$ cat src/trd_pkg.sv
// Shared types and constants for the TGA run-length pixel decoder.
package trd_pkg;

   localparam int CSR_INDEX_W = 2;
   localparam int CSR_DATA_W  = 32;

   localparam logic [CSR_INDEX_W-1:0] CSR_BYTES_PER_PIXEL = 2'd0;
   localparam logic [CSR_INDEX_W-1:0] CSR_PIXEL_TOTAL     = 2'd1;
   localparam logic [CSR_INDEX_W-1:0] CSR_RLE_MODE        = 2'd2;

   localparam logic [2:0]  BPP_RESET         = 3'd4;
   localparam logic [31:0] PIXEL_TOTAL_RESET = 32'd1;
   localparam logic        RLE_MODE_RESET    = 1'b0;

   localparam logic [2:0] BPP_MIN = 3'd1;
   localparam logic [2:0] BPP_MAX = 3'd4;

   // Packet header byte: top bit marks a repeat packet, low bits hold count - 1.
   localparam logic [7:0] HDR_REPEAT_FLAG = 8'h80;
   localparam logic [7:0] HDR_COUNT_MASK  = 8'h7F;

   localparam int QUEUE_DEPTH = 4;
   localparam int QUEUE_PTR_W = $clog2(QUEUE_DEPTH);

   typedef enum logic [1:0] {
      PH_HEADER,
      PH_REPEAT,
      PH_LITERAL
   } phase_type;

   typedef struct packed {
      logic [31:0] pixel_value;
      logic [7:0]  run_length;
      logic        image_done;
      logic        run_clipped;
   } pixel_event_type;

endpackage

$ cat src/trd_front.sv
// Front end: configuration, byte classification, pixel assembly and run accounting.
module trd_front (
   input  logic                                 clock,
   input  logic                                 reset,
   input  logic                                 csr_write_enable,
   input  logic [trd_pkg::CSR_INDEX_W-1:0]      csr_index,
   input  logic [trd_pkg::CSR_DATA_W-1:0]       csr_write_data,
   input  logic                                 req_valid,
   output logic                                 req_stall,
   input  logic [7:0]                           req_data_byte,
   input  logic                                 queue_full,
   output logic                                 push,
   output trd_pkg::pixel_event_type             push_item
);
   import trd_pkg::*;

   logic [2:0]  bpp_ff, bpp_in;
   logic [31:0] total_ff, total_in;
   logic        rle_ff, rle_in;

   phase_type   phase_ff, phase_in;
   logic [6:0]  packet_left_ff, packet_left_in;
   logic [1:0]  byte_index_ff, byte_index_in;
   logic [31:0] assembly_ff, assembly_in;
   logic [31:0] done_count_ff, done_count_in;
   logic [7:0]  run_count_ff, run_count_in;

   logic        accept;
   logic        work;
   logic        image_full;
   logic [31:0] remaining;
   logic [2:0]  eff_bpp;
   logic        pixel_complete;
   logic [31:0] merged;
   logic        in_repeat;
   logic        in_literal;
   logic        is_header;
   logic [7:0]  run_raw;
   logic        run_over;
   logic        run_ends;
   logic [7:0]  run_final;
   logic        clipped;

   assign req_stall = queue_full;
   assign accept    = req_valid & ~queue_full;

   // Configuration registers
   always_comb begin
      bpp_in   = bpp_ff;
      total_in = total_ff;
      rle_in   = rle_ff;
      if (csr_write_enable) begin
         case (csr_index)
            CSR_BYTES_PER_PIXEL: bpp_in   = csr_write_data[2:0];
            CSR_PIXEL_TOTAL:     total_in = csr_write_data[31:0];
            CSR_RLE_MODE:        rle_in   = csr_write_data[0];
            default: ;
         endcase
      end
   end

   // Classification
   always_comb begin
      if (bpp_ff < BPP_MIN) begin
         eff_bpp = BPP_MIN;
      end else if (bpp_ff > BPP_MAX) begin
         eff_bpp = BPP_MAX;
      end else begin
         eff_bpp = bpp_ff;
      end
   end

   assign image_full     = done_count_ff >= total_ff;
   assign remaining      = total_ff - done_count_ff;
   assign work           = accept & ~image_full;
   assign pixel_complete = ({1'b0, byte_index_ff} + 3'd1) >= eff_bpp;
   assign merged         = assembly_ff | ({24'd0, req_data_byte} << {byte_index_ff, 3'b000});
   assign in_repeat      = rle_ff && (phase_ff == PH_REPEAT);
   assign in_literal     = rle_ff && (phase_ff == PH_LITERAL);
   assign is_header      = rle_ff && !in_repeat && !in_literal;

   // Run accounting: clip against what is left of the image
   assign run_raw   = in_repeat ? run_count_ff : 8'd1;
   assign run_over  = {24'd0, run_raw} > remaining;
   assign run_ends  = {24'd0, run_raw} >= remaining;
   assign run_final = run_over ? remaining[7:0] : run_raw;

   always_comb begin
      clipped = 1'b0;
      if (in_repeat) begin
         clipped = run_over;
      end else if (in_literal) begin
         clipped = (remaining == 32'd1) && (packet_left_ff != 7'd0);
      end
   end

   assign push                  = work && pixel_complete && !is_header;
   assign push_item.pixel_value = merged;
   assign push_item.run_length  = run_final;
   assign push_item.image_done  = run_ends;
   assign push_item.run_clipped = clipped;

   // Next phase
   always_comb begin
      phase_in = phase_ff;
      if (work) begin
         if (!rle_ff) begin
            if (pixel_complete) phase_in = PH_HEADER;
         end else begin
            case (phase_ff)
               PH_REPEAT: begin
                  if (pixel_complete) phase_in = PH_HEADER;
               end
               PH_LITERAL: begin
                  if (pixel_complete && packet_left_ff == 7'd0) phase_in = PH_HEADER;
               end
               default: begin
                  if ((req_data_byte & HDR_REPEAT_FLAG) != 8'd0) begin
                     phase_in = PH_REPEAT;
                  end else begin
                     phase_in = PH_LITERAL;
                  end
               end
            endcase
         end
      end
   end

   // Datapath updates
   always_comb begin
      byte_index_in  = byte_index_ff;
      assembly_in    = assembly_ff;
      done_count_in  = done_count_ff;
      run_count_in   = run_count_ff;
      packet_left_in = packet_left_ff;
      if (work) begin
         if (is_header) begin
            byte_index_in = 2'd0;
            assembly_in   = 32'd0;
            if ((req_data_byte & HDR_REPEAT_FLAG) != 8'd0) begin
               run_count_in   = {1'b0, req_data_byte[6:0] & HDR_COUNT_MASK[6:0]} + 8'd1;
               packet_left_in = 7'd0;
            end else begin
               packet_left_in = req_data_byte[6:0] & HDR_COUNT_MASK[6:0];
            end
         end else if (pixel_complete) begin
            byte_index_in = 2'd0;
            assembly_in   = 32'd0;
            done_count_in = done_count_ff + {24'd0, run_final};
            if (in_literal && packet_left_ff != 7'd0) begin
               packet_left_in = packet_left_ff - 7'd1;
            end
         end else begin
            byte_index_in = byte_index_ff + 2'd1;
            assembly_in   = merged;
         end
      end
   end

   always_ff @(posedge clock) begin
      if (reset) begin
         bpp_ff         <= BPP_RESET;
         total_ff       <= PIXEL_TOTAL_RESET;
         rle_ff         <= RLE_MODE_RESET;
         phase_ff       <= PH_HEADER;
         packet_left_ff <= 7'd0;
         byte_index_ff  <= 2'd0;
         assembly_ff    <= 32'd0;
         done_count_ff  <= 32'd0;
         run_count_ff   <= 8'd1;
      end else begin
         bpp_ff         <= bpp_in;
         total_ff       <= total_in;
         rle_ff         <= rle_in;
         phase_ff       <= phase_in;
         packet_left_ff <= packet_left_in;
         byte_index_ff  <= byte_index_in;
         assembly_ff    <= assembly_in;
         done_count_ff  <= done_count_in;
         run_count_ff   <= run_count_in;
      end
   end

endmodule

$ cat src/trd_queue.sv
// Short queue of pixel runs between front end and output stage.
module trd_queue (
   input  logic                     clock,
   input  logic                     reset,
   input  logic                     push,
   input  trd_pkg::pixel_event_type push_item,
   input  logic                     pop,
   output trd_pkg::pixel_event_type head_item,
   output logic                     full,
   output logic                     empty
);
   import trd_pkg::*;

   pixel_event_type              entry_ff [QUEUE_DEPTH];
   logic [QUEUE_PTR_W-1:0]       wr_ptr_ff, wr_ptr_in;
   logic [QUEUE_PTR_W-1:0]       rd_ptr_ff, rd_ptr_in;
   logic [QUEUE_PTR_W:0]         count_ff, count_in;

   assign full      = count_ff == (QUEUE_PTR_W+1)'(QUEUE_DEPTH);
   assign empty     = count_ff == '0;
   assign head_item = entry_ff[rd_ptr_ff];

   always_comb begin
      wr_ptr_in = push ? wr_ptr_ff + QUEUE_PTR_W'(1) : wr_ptr_ff;
      rd_ptr_in = pop ? rd_ptr_ff + QUEUE_PTR_W'(1) : rd_ptr_ff;
      count_in  = count_ff;
      if (push && !pop) begin
         count_in = count_ff + (QUEUE_PTR_W+1)'(1);
      end else if (pop && !push) begin
         count_in = count_ff - (QUEUE_PTR_W+1)'(1);
      end
   end

   always_ff @(posedge clock) begin
      if (push) begin
         entry_ff[wr_ptr_ff] <= push_item;
      end
   end

   always_ff @(posedge clock) begin
      if (reset) begin
         wr_ptr_ff <= '0;
         rd_ptr_ff <= '0;
         count_ff  <= '0;
      end else begin
         wr_ptr_ff <= wr_ptr_in;
         rd_ptr_ff <= rd_ptr_in;
         count_ff  <= count_in;
      end
   end

endmodule

$ cat src/trd_back.sv
// Output stage: pulls pixel runs from the queue into the result register.
module trd_back (
   input  logic                     clock,
   input  logic                     reset,
   input  logic                     queue_empty,
   input  trd_pkg::pixel_event_type head_item,
   output logic                     pop,
   output logic                     rsp_valid,
   input  logic                     rsp_stall,
   output logic [31:0]              rsp_pixel_value,
   output logic [7:0]               rsp_run_length,
   output logic                     rsp_image_done,
   output logic                     rsp_run_clipped
);
   import trd_pkg::*;

   logic            rsp_valid_ff, rsp_valid_in;
   pixel_event_type rsp_item_ff;

   // Advance when the result register is free or its item is being taken
   assign pop          = !queue_empty && (!rsp_valid_ff || !rsp_stall);
   assign rsp_valid_in = pop || (rsp_valid_ff && rsp_stall);

   always_ff @(posedge clock) begin
      if (reset) begin
         rsp_valid_ff <= 1'b0;
      end else begin
         rsp_valid_ff <= rsp_valid_in;
      end
   end

   always_ff @(posedge clock) begin
      if (pop) begin
         rsp_item_ff <= head_item;
      end
   end

   assign rsp_valid       = rsp_valid_ff;
   assign rsp_pixel_value = rsp_item_ff.pixel_value;
   assign rsp_run_length  = rsp_item_ff.run_length;
   assign rsp_image_done  = rsp_item_ff.image_done;
   assign rsp_run_clipped = rsp_item_ff.run_clipped;

endmodule

$ cat src/tga_rle_pixel_decoder.sv
// Top level of the TGA run-length pixel decoder.
// Throughput: one data byte per cycle unless stalled, set by the front end (parser and pixel counter).
// A pixel-completing byte is queued when accepted; its run reaches rsp_* via the result register.
// A four-entry queue and the result register let the front take bytes under rsp_stall until q_full.
// Reset (synchronous, active high): header phase, other counters and assembly cleared, run count 1,
// bytes_per_pixel = 4, pixel_total = 1, raw mode. No clearing pass is needed.
module tga_rle_pixel_decoder (
   input  logic                            clock,
   input  logic                            reset,
   input  logic                            csr_write_enable,
   input  logic [trd_pkg::CSR_INDEX_W-1:0] csr_index,
   input  logic [trd_pkg::CSR_DATA_W-1:0]  csr_write_data,
   input  logic                            req_valid,
   output logic                            req_stall,
   input  logic [7:0]                      req_data_byte,
   output logic                            rsp_valid,
   input  logic                            rsp_stall,
   output logic [31:0]                     rsp_pixel_value,
   output logic [7:0]                      rsp_run_length,
   output logic                            rsp_image_done,
   output logic                            rsp_run_clipped
);
   import trd_pkg::*;

   logic            q_push;
   logic            q_pop;
   logic            q_full;
   logic            q_empty;
   pixel_event_type q_push_item;
   pixel_event_type q_head_item;

   trd_front u_front (
      .clock            (clock),
      .reset            (reset),
      .csr_write_enable (csr_write_enable),
      .csr_index        (csr_index),
      .csr_write_data   (csr_write_data),
      .req_valid        (req_valid),
      .req_stall        (req_stall),
      .req_data_byte    (req_data_byte),
      .queue_full       (q_full),
      .push             (q_push),
      .push_item        (q_push_item)
   );

   trd_queue u_queue (
      .clock     (clock),
      .reset     (reset),
      .push      (q_push),
      .push_item (q_push_item),
      .pop       (q_pop),
      .head_item (q_head_item),
      .full      (q_full),
      .empty     (q_empty)
   );

   trd_back u_back (
      .clock           (clock),
      .reset           (reset),
      .queue_empty     (q_empty),
      .head_item       (q_head_item),
      .pop             (q_pop),
      .rsp_valid       (rsp_valid),
      .rsp_stall       (rsp_stall),
      .rsp_pixel_value (rsp_pixel_value),
      .rsp_run_length  (rsp_run_length),
      .rsp_image_done  (rsp_image_done),
      .rsp_run_clipped (rsp_run_clipped)
   );

   a_no_push_when_full: assert property (@(posedge clock) disable iff (reset)
      q_push |-> !q_full)
      else $error("item pushed into a full queue");

   a_clip_ends_image: assert property (@(posedge clock) disable iff (reset)
      (q_push && q_push_item.run_clipped) |-> q_push_item.image_done)
      else $error("clipped run does not finish the image");

   a_run_nonzero: assert property (@(posedge clock) disable iff (reset)
      q_push |-> (q_push_item.run_length != 8'd0))
      else $error("run of zero pixels");

   a_pop_needs_item: assert property (@(posedge clock) disable iff (reset)
      q_pop |-> !q_empty)
      else $error("pop from an empty queue");

endmodule
$ cat config.mk
export PLATFORM = sky130hd
export DESIGN_NAME = tga_rle_pixel_decoder
export DESIGN_NICKNAME = d
export VERILOG_FILES = /design/src/trd_pkg.sv /design/src/trd_front.sv /design/src/trd_queue.sv /design/src/trd_back.sv /design/src/tga_rle_pixel_decoder.sv
export SDC_FILE = /design/constraint.sdc
export NUM_CORES = 1
export LEC_CHECK = 0
export ABC_AREA = 0
export BUFFER_PORTS_ARGS = -buffer_cell sky130_fd_sc_hd__buf_2
export CAP_MARGIN = 10
export CORE_MARGIN = 2
export CORE_UTILIZATION = 40
export CTS_BUF_LIST = sky130_fd_sc_hd__clkbuf_4 sky130_fd_sc_hd__clkbuf_8
export CTS_CLUSTER_DIAMETER = 200
export DETAILED_ROUTE_END_ITERATION = 8
export PLACE_DENSITY = 0.54
export SLEW_MARGIN = 0
export SYNTH_ARGS = -nofsm -noshare
export SYNTH_HDL_FRONTEND = slang
export SYNTH_HIERARCHICAL = 1
export SYNTH_SLANG_ARGS = --single-unit
export TNS_END_PERCENT = 10
$ cat constraint.sdc
create_clock -name clock -period 8.6 [get_ports clock]
set_input_delay 1.72 -clock clock [delete_from_list [all_inputs] [get_ports clock]]
set_output_delay 1.72 -clock clock [all_outputs]
set_load 0.02 [all_outputs]
==> results of run 1 <==
-- cell usage after synthesis (5+ instances only) --
library cell  count
a31oi_1          15
buf_1             5
xnor2_1          13
nor2b_1           8
nand2_1         188
nor4_1           14
o31ai_1          13
or3_1             8
mux2i_1          18
and3_1           13
a211o_1           5
mux4_2           40
buf_2            24
edfxtp_1        210
inv_1            72
clkbuf_1         44
nand2b_1          7
xor2_1           19
o21ai_0          36
o21ai_1           5
a21o_1           41
nand3_1          26
a21oi_1         130
ha_1             63
buf_6             5
nand4_1          25
or4_1            14
dfxtp_1         129
mux2_2            6
and2_1           12
nor2_1           81
o21a_1            8
o211ai_1         11
and4_1            6
a211oi_1         16
nor3_1           15
-- registers in the layout, summed over array words and instances, names as in the netlist, named ones only --
name,flops
u_front/byte_index_ff,2
u_queue/rd_ptr_ff,2
u_queue/entry_ff,168
u_queue/count_ff,3
u_front/total_ff,32
u_back/rsp_image_done,1
u_back/rsp_run_clipped,1
u_front/run_count_ff,8
u_front/done_count_ff,32
u_back/rsp_valid,1
u_back/rsp_pixel_value,32
u_front/assembly_ff,32
u_front/rle_ff,1
u_front/bpp_ff,3
u_back/rsp_run_length,8
u_front/packet_left_ff,7
u_queue/wr_ptr_ff,2
u_front/phase_ff,2
-- stage by stage --
| stage | setup WS, ps | total power, mW |
|---|---|---|
| after floorplan | 3290 | 2.74 |
| after CTS | 2400 | 4.52 |
| final | 2260 | 4.45 |
| after detailed placement | 2410 | 3.00 |
| after global placement | 2580 | 2.99 |
| after global routing | 1610 | 4.67 |
-- layout make-up --
| class | count | area, um2 | area share (%) |
|---|---|---|---|
| sequential | 339 | 8890 | 48.7 |
| multi-input combinational | 935 | 6630 | 36.3 |
| clock buffer | 92 | 1090 | 5.97 |
| tap | 525 | 657 | 3.60 |
| timing repair buffer | 108 | 608 | 3.33 |
| inverter | 72 | 270 | 1.48 |
| clock inverter | 15 | 120 | 0.658 |
-- layer usage --
metal	track usage [%]	share of wire, %	wire (um)	up-vias
met5	0	0	0	-
met4	6.76	2.9	1160	0
met3	3.18	4.4	1740	71
met2	30.2	46	18000	266
met1	26.4	47	18300	5404
li1	-	-	-	5459
-- report_power, final --
| group | internal [mW] | leakage (nW) | switching (mW) |
|---|---|---|---|
| clock network | 0.839 | 0.657 | 0.657 |
| registers | 1.93 | 3.04 | 0.0664 |
| logic | 0.349 | 3.23 | 0.606 |
-- critical path, cell delays in order (launching register included) --
cell and delay, ps:
dfxtp_1 360, inv_1 120, ha_1 500, nand2_1 120, o21ai_1 330, and2b_1 240
a211oi_1 250, o21ai_0 110, a221oi_1 400, nand4_1 280, nor4b_2 300, buf_4 230
mux2i_1 510, ha_1 250, a21o_1 80, a21oi_1 90, o21bai_1 140, a21oi_1 110
nand2b_1 170, a21oi_1 220, nand4_1 580, or4_1 690, a21oi_1 150
-- worst max-delay path by stage --
stage	start	to	slack, ps	depth (start not counted)
final	u_front/done_count_ff[14]	u_front/done_count_ff[19]	2260	22
after global routing	u_front/done_count_ff[13]	u_front/done_count_ff[21]	1610	22
after detailed placement	u_front/done_count_ff[0]	u_front/done_count_ff[25]	2410	24
after global placement	u_front/total_ff[0]	u_front/done_count_ff[15]	2580	23
after floorplan	u_front/total_ff[0]	u_front/done_count_ff[22]	3290	27
after CTS	u_front/done_count_ff[14]	u_front/done_count_ff[25]	2400	22
-- cell families after synthesis --
family | Yosys count
fa+ha+maj | 66
buf+inv | 159
simple gates | 441
mux | 70
xor+xnor | 32
flops | 339
compound gates | 326
==> flow_summary.json, run 1 <==
{
  "status": "completed",
  "hold_class": "reg2reg",
  "cts.path.max_buffers": 3,
  "cts-root-buf": "clkbuf_8",
  "die_y_um": 205,
  "fin_cells": 2086,
  "placed_area_mm2": 0.0170,
  "grt_antenna_before_repair": 0,
  "hold_violations": 0,
  "min_to": "u_front/assembly_ff[10]",
  "synth_fa_ha_area_share_pct": 5.22,
  "via_per_inst": 5.37,
  "ioPinCount": 91,
  "worstPathArrival_ps": 6910,
  "ff2ff_path_depth": 22,
  "fmax_mhz": 158,
  "hp-start": "u_front/assembly_ff[10]",
  "stdcell_area_mm2": 0.0183,
  "setup_tns_ps": 0,
  "hold_depth": 2,
  "path_class": "reg2reg",
  "num_antenna_cells": 0,
  "startpoint_type": "register",
  "r2r_slack_ps": 2260,
  "drc": 0,
  "wl_um": 39200,
  "synth_area_leaders": "edfxtp_1, dfxtp_1, mux4_2, ha_1, nand2_1",
  "dieArea_mm2": 0.0422,
  "place_inst": 1978,
  "p_leak_nw": 6.93,
  "synthDistinctLibCells": 82,
  "wl_per_cell_um": 18.8,
  "gp_congestion": 0.891,
  "dpl.hpwl_um": 26000,
  "synth-simple-area-share_pct": 13.1,
  "io_buffers": 90,
  "synthXorXnorAreaFrac_pct": 1.73,
  "crit_required_ps": 9170,
  "start_util_pct": 40.7,
  "clock_skew_ps": 36.1,
  "clk_pin_slew_ps": 60,
  "syn2layout_area_growth_pct": 12.5,
  "vias": 11200,
  "relSlewSlack_pct": 32.1,
  "fin_util_pct": 45.8,
  "post_cts_resize_count": 0,
  "ys_seq_elements": 339,
  "clkSinkCount": 339,
  "holdWs_ps": 450,
  "r2r_end": "u_front/done_count_ff[19]",
  "num_rows": 73,
  "netlist_area_mm2": 0.0162,
  "final_common_cell": "edfxtp_1",
  "grt_pass1_wl_um": 62000,
  "insertion_delay_ps": 650,
  "power.density_mw_per_mm2": 243,
  "synth_area_per_cell_um2": 11.3,
  "grt_pass1_vias": 11000,
  "syn_nets": 1546,
  "setup_viol": 0,
  "postRouteAntennaNets": 0,
  "drv_slew": 0,
  "synth.area.mux_share_pct": 7.67,
  "yosys_warnings": 6,
  "synth_top_area_share_pct": 38.8,
  "fin_nets": 1627,
  "grt_max_degree": 70,
  "die_w_um": 205,
  "min_period_ps": 6340,
  "post_cts_buffers": 0,
  "synth_edf_count": 210,
  "grt_setup_unrepaired": "no",
  "overflow": 0,
  "cts_tree": "yes",
  "yosys_most_used_dff": "edfxtp_1",
  "core_region_area_mm2": 0.0399,
  "r2r-start": "u_front/done_count_ff[14]",
  "tightestPinTransition_ps": 1020,
  "cap_violations": 0,
  "grt_util_all_layers_pct": 19.0,
  "layout_common_cells": "edfxtp_1, nand2_1, a21oi_1",
  "syn_inst": 1433,
  "cts_hold_buf": 0,
  "async_flop_share_pct": 0,
  "synth_area_leader_cell": "edfxtp_1",
  "yosysSeqAreaShare_pct": 54.7,
  "period_share_pct": 73.7,
  "end_kind": "register",
  "synth_compound_area_share_pct": 13.0,
  "vdd_drop_max_uv": 122,
  "n_fill_cell": 3739,
  "cts_made_buffers": 58,
  "drive_gt1_share_pct": 18.6,
  "cts.htree.levels": 2,
  "drt_iter0_drc": 701,
  "synth_top_family_by_area": "simple AND/OR/NAND/NOR gates",
  "first_pass_iters": 5,
  "cp_max_fo": 14
}
Power figures use the tool's default switching activity.
==> inputs of run 2 (changes only) <==
--- a/config.mk
+++ b/config.mk
@@ -5,7 +5,7 @@
 export SDC_FILE = /design/constraint.sdc
 export NUM_CORES = 1
 export LEC_CHECK = 0
-export ABC_AREA = 0
+export ABC_AREA = 1
 export BUFFER_PORTS_ARGS = -buffer_cell sky130_fd_sc_hd__buf_2
 export CAP_MARGIN = 10
 export CORE_MARGIN = 2
@@ -13,7 +13,7 @@
 export CTS_BUF_LIST = sky130_fd_sc_hd__clkbuf_4 sky130_fd_sc_hd__clkbuf_8
 export CTS_CLUSTER_DIAMETER = 200
 export DETAILED_ROUTE_END_ITERATION = 8
-export PLACE_DENSITY = 0.54
+export PLACE_DENSITY = 0.56
 export SLEW_MARGIN = 0
 export SYNTH_ARGS = -nofsm -noshare
 export SYNTH_HDL_FRONTEND = slang
==> constraint.sdc (replaced) <==
create_clock -name clock -period 5.3 [get_ports clock]
set_input_delay 1.06 -clock clock [delete_from_list [all_inputs] [get_ports clock]]
set_output_delay 1.06 -clock clock [all_outputs]
set_load 0.02 [all_outputs]
==> run 2 against run 1 <==
Synthesized cell count up 44%. Combinational power rose by 140%. Via count is 27% higher. Critical path type unchanged. Critical endpoint is now u_front/done_count_ff[21]. Largest cell class unchanged.
==> flow_summary.json, run 2 <==
{
  "status": "completed",
  "hold_violations": 0,
  "grt.busiest_layer": "met2",
  "via_per_inst": 5.07,
  "min_period_ps": 4940,
  "drive_gt1_share_pct": 14.0,
  "drc": 0,
  "synthDistinctLibCells": 51,
  "ioPinCount": 91,
  "cap_violations": 0,
  "pwr-share-seq_pct": 41.3,
  "synth_area_per_cell_um2": 8.43,
  "grt_pass1_wl_um": 74400,
  "postRouteAntennaNets": 0,
  "clkSinkCount": 339,
  "path_class": "reg2reg",
  "fin_util_pct": 45.6,
  "swShare_pct": 35.1,
  "die_y_um": 212,
  "wl_per_cell_um": 17.0,
  "first_pass_iters": 5,
  "p_clk_share_pct": 30.4,
  "placed_area_mm2": 0.0184,
  "r2r-start": "u_front/done_count_ff[2]",
  "final_common_cell": "nand2_1",
  "cts-root-buf": "clkbuf_8",
  "gp_congestion": 0.915,
  "yosys_warnings": 6,
  "ys_seq_elements": 339,
  "period_share_pct": 93.2,
  "grt_antenna_before_repair": 1,
  "synth.most_common_cell": "nand2_1",
  "dieArea_mm2": 0.0451,
  "clock_skew_ps": 48.1,
  "vdd_drop_max_uv": 227,
  "drv_slew": 0,
  "overflow": 0,
  "insertion_delay_ps": 670,
  "hold_depth": 1,
  "num_rows": 76,
  "cts.path.max_buffers": 3,
  "relSlewSlack_pct": 30.4,
  "layout_common_cells": "nand2_1, nor2_1, inv_1",
  "grt_use_met2_pct": 35.0,
  "synth_top_area_share_pct": 36.3,
  "ff2ff_path_depth": 27,
  "place_inst": 2688,
  "end_kind": "register",
  "setup_tns_ps": 0,
  "worstPathArrival_ps": 5500,
  "clk_pin_slew_ps": 60,
  "fin_nets": 2277,
  "stdcell_area_mm2": 0.0196,
  "startpoint_type": "register",
  "start_util_pct": 40.4,
  "grt_util_all_layers_pct": 21.3,
  "power_mw": 7.93,
  "netlist_area_mm2": 0.0174,
  "pwr-share-comb_pct": 28.4,
  "grt_max_degree": 86,
  "async_flop_share_pct": 0,
  "cts_made_buffers": 57,
  "die_w_um": 212,
  "syn_nets": 2171,
  "largest_reg_flops": 168,
  "io_buffers": 90,
  "vias": 14200,
  "grt_setup_unrepaired": "yes",
  "syn2layout_area_growth_pct": 13.0,
  "power.density_mw_per_mm2": 404,
  "cpLargestDelayFamily": "simple AND/OR/NAND/NOR gates",
  "grt.met1_usage_pct": 29.1,
  "core_region_area_mm2": 0.0430,
  "p_leak_nw": 8.37,
  "cp_max_fo": 6,
  "hold_class": "reg2reg",
  "gr-usage-met3_pct": 3.15,
  "cpMostUsedCell": "nand2_1",
  "drt_iter0_drc": 1021,
  "hp-start": "u_queue/rd_ptr_ff[1]",
  "cts.htree.levels": 2,
  "crit_buf_inv": 5,
  "wl_um": 47600,
  "switching_power_mw": 2.78,
  "synth_common_cells": "nand2_1, nor2_1, inv_1",
  "cts_hold_buf": 0,
  "largest-register": "u_queue/entry_ff",
  "synth_area_leader_cell": "edfxtp_1",
  "fin_cells": 2799,
  "syn_inst": 2058,
  "r2r_slack_ps": 360,
  "slowest_delay_ps": 390,
  "r2r_end": "u_front/done_count_ff[21]",
  "yosys_most_used_dff": "edfxtp_1",
  "intPower_mw": 5.15,
  "dpl.hpwl_um": 32900,
  "yosysSeqAreaShare_pct": 51.2,
  "grt_pass1_vias": 13700,
  "crit_required_ps": 5860,
  "synth_area_leaders": "edfxtp_1, dfxtp_1, nand2_1, nor2_1, inv_1",
  "tightestPinTransition_ps": 1040,
  "fmax_mhz": 202,
  "cts_tree": "yes",
  "crit_path_top_delay_cell": "ha_1",
  "setup_viol": 0,
  "synth_edf_count": 210
}
run 2: cell families after synthesis:
family | share of synthesized area, %
adders and majority gates | 4.89
DFF | 51.2
xor gates and xnor gates | 2.02
AOI/OAI and AO/OA | 11.9
and+or+nand+nor | 21.8
buffers and inverters | 8.10
run 2: worst register-to-register path, cell delays in order, from the launching register on:
cell,delay (ps)
dfxtp_1,370
inv_1,60
ha_1,380
nand2_1,120
nor2_1,180
nand2_1,70
nand3_1,140
xor2_1,170
inv_1,100
ha_1,310
nand4_1,90
inv_1,80
nand2_1,70
nand2_1,80
nand2_1,100
nor3_4,330
buf_4,180
nand4_1,110
nand2_1,140
inv_1,140
ha_1,390
nand2_1,160
o21ai_0,290
nand2_1,100
o32ai_1,350
xor2_1,170
nand2_1,70
a21oi_1,130
run 2: area by class of cell:
cell class | count | area [um2]
flip-flops and latches | 339 | 8890
fillers | 4330 | 23400
repair buffers | 112 | 616
clock inverters | 13 | 105
clock buffers | 95 | 1110
well taps | 585 | 732
multi-input cells | 1375 | 7110
inverters | 279 | 1050
diodes | 1 | 2.50
run 2: timing repair:
| action | 4_1_cts | 5_1_grt |
|---|---|---|
| endpoints found under the setup margin | 0 | 14 |
| buffers inserted | 0 | 2 |
| resized for setup | 0 | 10 |
run 2: power by group through the flow:
stage          Clock [mW]  Sequential (mW)  Combinational, mW
5_1_grt              2.59             3.30               2.50
4_1_cts              2.48             3.28               2.27
2_1_floorplan           0             3.56               1.38
3_3_place_gp            0             3.33               2.24
3_5_place_dp            0             3.33               2.27
6_report             2.41             3.27               2.25
run 2: metrics by stage:
stage / setup WS, ps / hold WS [ps]
after global placement: 273 / 435
final: 358 / 439
after global routing: -33.7 / 476
after detailed placement: 186 / 437
after CTS: 173 / 445
after floorplan: 919 / 418
run 2: worst max-delay path by stage:
stage                              from                   endpoint  slack, ps  depth (start not counted)
6_report       u_front/done_count_ff[2]  u_front/done_count_ff[21]        360                         27
5_1_grt        u_front/done_count_ff[2]  u_front/done_count_ff[21]        -30                         27
4_1_cts        u_front/done_count_ff[2]  u_front/done_count_ff[10]        170                         28
3_5_place_dp   u_front/done_count_ff[3]  u_front/done_count_ff[10]        190                         28
3_3_place_gp   u_front/done_count_ff[2]  u_front/done_count_ff[10]        270                         28
2_1_floorplan                 rsp_stall        u_queue/count_ff[1]        920                          7
run 2: layer usage:
layer	vias to the layer above	share of wire, %
li1	7038	-
met1	6723	47
met2	352	46
met3	78	5.1
met4	2	2.2
met5	-	0.027
